==> src/rtl/stps_pkg.sv <==
// ----------------------------------------------------------------------------
// Stud tile pixel shader package
// Shared constants, the blend mode type and the channel shading function.
// ----------------------------------------------------------------------------
package stps_pkg;

  localparam int DEF_MAX_STUD_SIZE = 64;
  localparam logic [6:0] RESET_SIZE = 7'd16;

  localparam logic [14:0] F_EDGE    = 15'd10158;
  localparam logic [14:0] F_RIM     = 15'd14418;
  localparam logic [14:0] F_KNOB    = 15'd19333;
  localparam logic [14:0] F_KSHADOW = 15'd13926;
  localparam logic [14:0] F_HILITE  = 15'd22118;
  localparam logic [14:0] TAN20_Q16 = 15'd23853;

  localparam int DEN_W        = 15;
  localparam int N_W          = 23;
  localparam int BLEND_STAGES = 9;

  typedef enum logic [1:0] {
    BM_KEEP,
    BM_FULL,
    BM_BLEND
  } blend_mode_t;

  function automatic logic [31:0] shade(input logic [31:0] c, input logic [14:0] f);
    logic [31:0] r;
    logic [22:0] p;
    r = {c[31:24], 24'b0};
    for (int i = 0; i < 3; i++) begin
      p = 23'(c[8*i +: 8]) * 23'(f);
      r[8*i +: 8] = (p[22:14] > 9'd255) ? 8'hFF : p[21:14];
    end
    return r;
  endfunction

endpackage

==> src/rtl/stps_blend.sv <==
// ----------------------------------------------------------------------------
// Stud tile blend pipeline
// Weighted mix of two ARGB colours with an exact pipelined restoring divide,
// one quotient bit per stage, selected against keep and full replacement.
// ----------------------------------------------------------------------------
module stps_blend
  import stps_pkg::*;
#(
  parameter int SIDE_W = 1
) (
  input  logic                    clk,
  input  logic [BLEND_STAGES-1:0] en,
  input  blend_mode_t             mode,
  input  logic [31:0]             dst,
  input  logic [31:0]             src,
  input  logic [DEN_W-1:0]        num,
  input  logic [DEN_W-1:0]        den,
  input  logic [SIDE_W-1:0]       side_in,
  output logic [31:0]             color,
  output logic [SIDE_W-1:0]       side_out
);

  localparam int LAST = BLEND_STAGES - 1;

  logic [N_W-1:0]    rem  [BLEND_STAGES][4];
  logic [7:0]        quo  [BLEND_STAGES][4];
  blend_mode_t       md   [BLEND_STAGES];
  logic [31:0]       dq   [BLEND_STAGES];
  logic [31:0]       sq   [BLEND_STAGES];
  logic [DEN_W-1:0]  dn   [BLEND_STAGES];
  logic [SIDE_W-1:0] sd   [BLEND_STAGES];
  logic [N_W-1:0]    prod [4];

  always_comb begin
    for (int c = 0; c < 4; c++) begin
      prod[c] = N_W'(dst[8*c +: 8]) * N_W'(den - num) + N_W'(src[8*c +: 8]) * N_W'(num);
    end
  end

  always_ff @(posedge clk) begin
    if (en[0]) begin
      for (int c = 0; c < 4; c++) begin
        rem[0][c] <= prod[c];
        quo[0][c] <= '0;
      end
      md[0] <= mode;
      dq[0] <= dst;
      sq[0] <= src;
      dn[0] <= den;
      sd[0] <= side_in;
    end
  end

  for (genvar i = 1; i < BLEND_STAGES; i++) begin : g_step
    logic [N_W-1:0] trial;
    logic [3:0]     ge;

    always_comb begin
      trial = N_W'(dn[i-1]) << (BLEND_STAGES - 1 - i);
      for (int c = 0; c < 4; c++) begin
        ge[c] = rem[i-1][c] >= trial;
      end
    end

    always_ff @(posedge clk) begin
      if (en[i]) begin
        for (int c = 0; c < 4; c++) begin
          rem[i][c] <= ge[c] ? rem[i-1][c] - trial : rem[i-1][c];
          quo[i][c] <= {quo[i-1][c][6:0], ge[c]};
        end
        md[i] <= md[i-1];
        dq[i] <= dq[i-1];
        sq[i] <= sq[i-1];
        dn[i] <= dn[i-1];
        sd[i] <= sd[i-1];
      end
    end
  end

  always_comb begin
    for (int c = 0; c < 4; c++) begin
      case (md[LAST])
        BM_BLEND: color[8*c +: 8] = quo[LAST][c];
        BM_FULL:  color[8*c +: 8] = sq[LAST][8*c +: 8];
        default:  color[8*c +: 8] = dq[LAST][8*c +: 8];
      endcase
    end
  end

  assign side_out = sd[LAST];

endmodule

==> config.mk <==
export PLATFORM = sky130hd
export DESIGN_NAME = stps_blend
export DESIGN_NICKNAME = d
export VERILOG_FILES = /design/src/rtl/stps_pkg.sv /design/src/rtl/stps_blend.sv
export SDC_FILE = /design/constraint.sdc
export NUM_CORES = 2
export LEC_CHECK = 0
export BUFFER_PORTS_ARGS = -buffer_cell sky130_fd_sc_hd__clkbuf_2
export CORE_MARGIN = 1.5
export CORE_UTILIZATION = 60
export CTS_BUF_LIST = sky130_fd_sc_hd__clkbuf_4 sky130_fd_sc_hd__clkbuf_8
export DETAILED_ROUTE_END_ITERATION = 10
export GPL_ROUTABILITY_DRIVEN = 0
export PLACE_DENSITY = 0.83
export SETUP_SLACK_MARGIN = 0.02
export SYNTH_ARGS = -nofsm -noshare
export SYNTH_HDL_FRONTEND = slang
export SYNTH_SLANG_ARGS = --single-unit
==> constraint.sdc <==
create_clock -name clk -period 9.2 [get_ports clk]
set_clock_uncertainty 0.1 [all_clocks]
set_input_delay 0.46 -clock clk [delete_from_list [all_inputs] [get_ports clk]]
set_output_delay 0.46 -clock clk [all_outputs]
set_load 0.01 [all_outputs]
-- Word-level counts from Yosys, hierarchy flattened
Memories as Yosys holds them, arrays and structs flattened.
Index checks and enable logic that the tools add are counted.
W data, S select, Z words.
- register bits after elaboration: 0
- latch bits: 0
- bits in writable memories: 1854
- ROM bits: 0
- input port bits: 107
- output and inout port bits: 33
- word-level logic and storage cells: 140
- memories kept: 7
- memory list (memory ; words ; width ; rd ports ; clocked after memory_dff ; wr ports ; line ; source):
    rem ; 9 ; 92 ; 8 ; 0 ; 9 ; stps_blend.sv:25 ; logic [N_W-1:0] rem [BLEND_STAGES][4];
    dq ; 9 ; 32 ; 9 ; 0 ; 9 ; stps_blend.sv:28 ; logic [31:0] dq [BLEND_STAGES];
    quo ; 9 ; 32 ; 9 ; 0 ; 9 ; stps_blend.sv:26 ; logic [7:0] quo [BLEND_STAGES][4];
    sq ; 9 ; 32 ; 9 ; 0 ; 9 ; stps_blend.sv:29 ; logic [31:0] sq [BLEND_STAGES];
    dn ; 9 ; 15 ; 8 ; 0 ; 9 ; stps_blend.sv:30 ; logic [DEN_W-1:0] dn [BLEND_STAGES];
    md ; 9 ; 2 ; 9 ; 0 ; 9 ; stps_blend.sv:27 ; blend_mode_t md [BLEND_STAGES];
    +1 memories ; n/a ; n/a ; n/a ; n/a ; n/a ; n/a ;
- add/subtract/negate cells: 37
- $mul: 8
- divide/modulo/power cells: 0
- magnitude comparators: 32
- equality and inequality tests: 2
- shifts and indexed selects: 0
- muxes and demuxes: 54
- bitwise operators: 0
- reduce and logical (&&, ||, !) cells: 0
- operators by type and width (kind ; count):
    $mux W23 ; 32
    $add A23 B23 Y23 ; 4
    $ge A23 B15 Y1 ; 4
    $ge A23 B16 Y1 ; 4
    $ge A23 B17 Y1 ; 4
    $ge A23 B18 Y1 ; 4
    $ge A23 B19 Y1 ; 4
    $ge A23 B20 Y1 ; 4
    $ge A23 B21 Y1 ; 4
    $ge A23 B22 Y1 ; 4
    $mul A8 B15 Y23 ; 4
    $sub A23 B15 Y23 ; 4
    $sub A23 B16 Y23 ; 4
    $sub A23 B17 Y23 ; 4
    $sub A23 B18 Y23 ; 4
    $sub A23 B19 Y23 ; 4
    $sub A23 B20 Y23 ; 4
    $sub A23 B21 Y23 ; 4
    $sub A23 B22 Y23 ; 4
    $mul A8 B23 Y23 ; 3
    $pmux W8 S2 ; 4
    $mul A9 B16 Y23 ; 1
    $mux W1 ; 18
    $sub A15 B15 Y16 ; 1
    2 further kinds ; 2

-- Longest topological paths before layout
- depth in word-level cells: 3
- depth in mapped cells: 35
- gate-level depth less buffers: 34

-- Worst setup path after synthesis
OpenSTA, ideal clock, no wires.
- kind: input-to-reg
- start: in num[1]
- end: mem rem[0][91] in the netlist's numbering (data pin)
- setup time: 0.261 ns
- arrival time: 8.043 ns
- required time: 8.839 ns
- slack: 0.796 ns
- stages on the path: 32
- path buffers: 2
- cell sequence: clkbuf_1 inv_1 fa_1 a21o_1 a21oi_1 o21a_1 o31ai_1 a2111oi_0 o31ai_1 a21oi_1 xnor2_1 clkbuf_1 nand2_1 fa_1 fa_1 inv_1 fa_1 fa_1 fa_1 inv_1 fa_1 inv_1 ha_1 a21oi_1 o21bai_1 nor3_1 o211ai_1 a31o_2 a21o_1 a21oi_1 o21ai_0 xnor2_1
- RTL lines (what ; line ; source):
    from (decl) ; stps_blend.sv:16 ; input logic [DEN_W-1:0] num,
    to (decl) ; stps_blend.sv:25 ;

==> flow_summary_export.csv <==
group,metric,value,unit
placed_design,portBuffers,139,
sta,relSlewSlack,13.36,%
sta,fin_setup_tns,0,ns
drt,via_count,74950,
synth,yosysWarnings,0,
layout,fin_cells,12330,
worst_setup_path,end_kind,"flop",
clocking,numCtsBuffers,233,
sta,fin_crit,8.772,ns
synth,synthArstFlopShare,0,%
worst_setup_path,worstPathMaxFanout,25,
clocking,clock_latency,1.02,ns
layout,drive_gt1_share,7.831,%
sta,worst_slack,0.4275,ns
die,num_rows,156,
drt,dr.pass1.iters,9,
clocking,htree_levels,4,
die,fp.dieW,429.7,um
placed_design,dp_hpwl,212600,um
synth,synth-edff-count,1603,
layout,final_nets,11500,
synth,syn_avg_cell_area,11.54,um^2
sta,hold_violations,0,
sta,slew_violations,0,
placed_design,dp_cells,11800,
clocking,clockBufferDepth,3,
clocking,cts-root-buf,"clkbuf_8",
global_route,grt_max_degree,143,
synth,ys_seq_elements,1603,
synth,ys_types,93,
global_route,grt_pass1_vias,77640,
sta,tightest_slew,1.295,ns
clocking,clkSlewWorstSetupHoldPaths,0.06,ns
global_route,gr-usage-all-layers,30.73,%
layout,area_growth_syn_to_layout,8.463,%
sta,fmax,114.0,MHz
drt,antenna_left,0,
drt,dr.first_iter.drc_count,8215,
status,outcome,"complete, no violations",
global_route,grt_overflow,0,
clocking,cts.repair.resized,0,
drt,drt_wl_total,281400,um
global_route,antenna_found_initial,29,
sta,min_period_over_period,95.35,%
job,cap_viol_max_count,0,
worst_setup_path,slowest_stage,"a2111oi_0",
clocking,cts_tree,"done",
die,num_io_pins,140,
synth,syn_area,109200,um^2
drt,avgViaCountPerCell,6.079,
worst_hold_path,hp-class,"input pin to flop",
placed_design,post-place-ws,0.08415,ns
sta,grt_setup_unrepaired,"false",
global_route,grt_first_pass_wirelength,435400,um
worst_setup_path,critPathMaxStageDelay,0.59,ns
die,core,180700,um^2
die,initial_core_util,60.44,%
drt,drc,0,
synth,synth_cells,9464,
synth,ys.flop_type,"edfxtp_1",
worst_setup_path,cp.arrival,9.38,ns
sta,setup_viol,0,
worst_setup_path,cp-start-kind,"input pin",
synth,synth_fp_nets,11210,
worst_setup_path,crit_type,"input pin to flop",
drt,wl_per_cell,22.82,um
clocking,cts.sinks,1603,
die,die_h,429.7,um
die,die-area,184600,um^2
worst_setup_path,cp.required,9.81,ns
synth,seq_area_frac_synth,44.06,%
worst_setup_path,path_common_cell,"fa_1",
-- sequential cells by signal, summed over array words and instances, names as in the netlist --
signal / count
rem: 736
dq: 288
sq: 288
quo: 144
dn: 120
md: 18
sd: 9
-- through the flow --
| stage | instance area, um^2 | util (%) | hold WS, ns |
|---|---|---|---|
| finish | 118500 | 65.56 | 0.09398 |
| global route | 118500 | 65.54 | 0.04779 |
| CTS | 118500 | 65.54 | 0.009069 |
| detailed placement | 112700 | 62.36 | 0.3045 |
| global placement | 112700 | 62.36 | 0.3002 |
| floorplan | 109200 | - | 0.3003 |
-- cell usage after synthesis, types with 100 or more instances --
library cell / n / share of area (%)
a21o_1: 144 / 0.99
a21oi_1: 391 / 1.8
and2_1: 515 / 2.9
clkbuf_1: 212 / 0.73
edfxtp_1: 1603 / 44
fa_1: 885 / 16
ha_1: 750 / 8.6
inv_1: 1342 / 4.6
mux2_2: 100 / 1.0
nand2_1: 852 / 2.9
nand2b_1: 105 / 0.60
nor2_1: 387 / 1.3
nor2b_1: 111 / 0.64
nor3_1: 116 / 0.53
o21ai_0: 418 / 1.9
xnor2_1: 307 / 2.5
xor2_1: 189 / 1.5
-- kinds of logic after synthesis --
kind of cell | count (synthesis) | share of synthesized area, %
AND/OR/NAND/NOR | 2525 | 11.59
adder cells (fa/ha/maj) | 1635 | 24.81
flip-flops | 1603 | 44.06
buffers and inverters | 1594 | 5.547
AO/OA/AOI/OAI | 1459 | 8.448
XOR/XNOR | 497 | 3.997
multiplexers | 151 | 1.544
-- layer usage --
layer / routed length [um] / vias up / track usage, %
li1: - / 33000 / -
met1: 99080 / 36120 / 36.67
met2: 129700 / 4599 / 49.29
met3: 27900 / 1203 / 6.583
met4: 24600 / 28 / 22.86
met5: 177 / - / 0
-- path summary, 6_finish.rpt --
kind | slack [ns] | startpoint | depth (start not counted) | to
max | 0.43 | den[0] | 32 | rem[0][68]
min reg2reg | 0.30 | dq[3][63] | 0 | dq[4][31]
max reg2reg | 4.38 | dn[0][34] | 11 | rem[3][15]
min | 0.09 | side_in | 2 | sd[0][0]
-- critical path, delay by kind of cell --
| kind | cells | cell delay, ns |
|---|---|---|
| XOR/XNOR | 2 | 0.63 |
| adder cells (fa/ha/maj) | 9 | 3.88 |
| AO/OA/AOI/OAI | 10 | 2.46 |
| buffers and inverters | 8 | 1.32 |
| AND/OR/NAND/NOR | 3 | 0.60 |
-- placed cells by master, fill, tap and decap left out, types with 144 or more instances in the layout --
cell and instances:
edfxtp_1 1603, inv_1 1342, fa_1 885, nand2_1 852
ha_1 749, and2_1 515, o21ai_0 418, a21oi_1 389
nor2_1 387, xnor2_1 298, clkbuf_8 238, xor2_1 187
a21o_1 144
-- cell type report --
type / count / area (um^2)
fill: 12420 / 62260
multi-input combinational: 6267 / 55190
sequential: 1603 / 48140
inverter: 1347 / 5056
clock buffer: 299 / 3709
tap: 2370 / 2965
timing repair buffer: 306 / 2275
clock inverter: 126 / 1131
antenna: 12 / 30.03
-- repair_timing --
| action | in CTS | in global routing |
|---|---|---|
| buffers inserted | 0 | 0 |
| endpoints found under the hold margin | 538 | 0 |
| hold buffers | 90 | 0 |
Power is not shown: default switching activity piles up to over one toggle a cycle in this logic, so the estimate is an artifact.
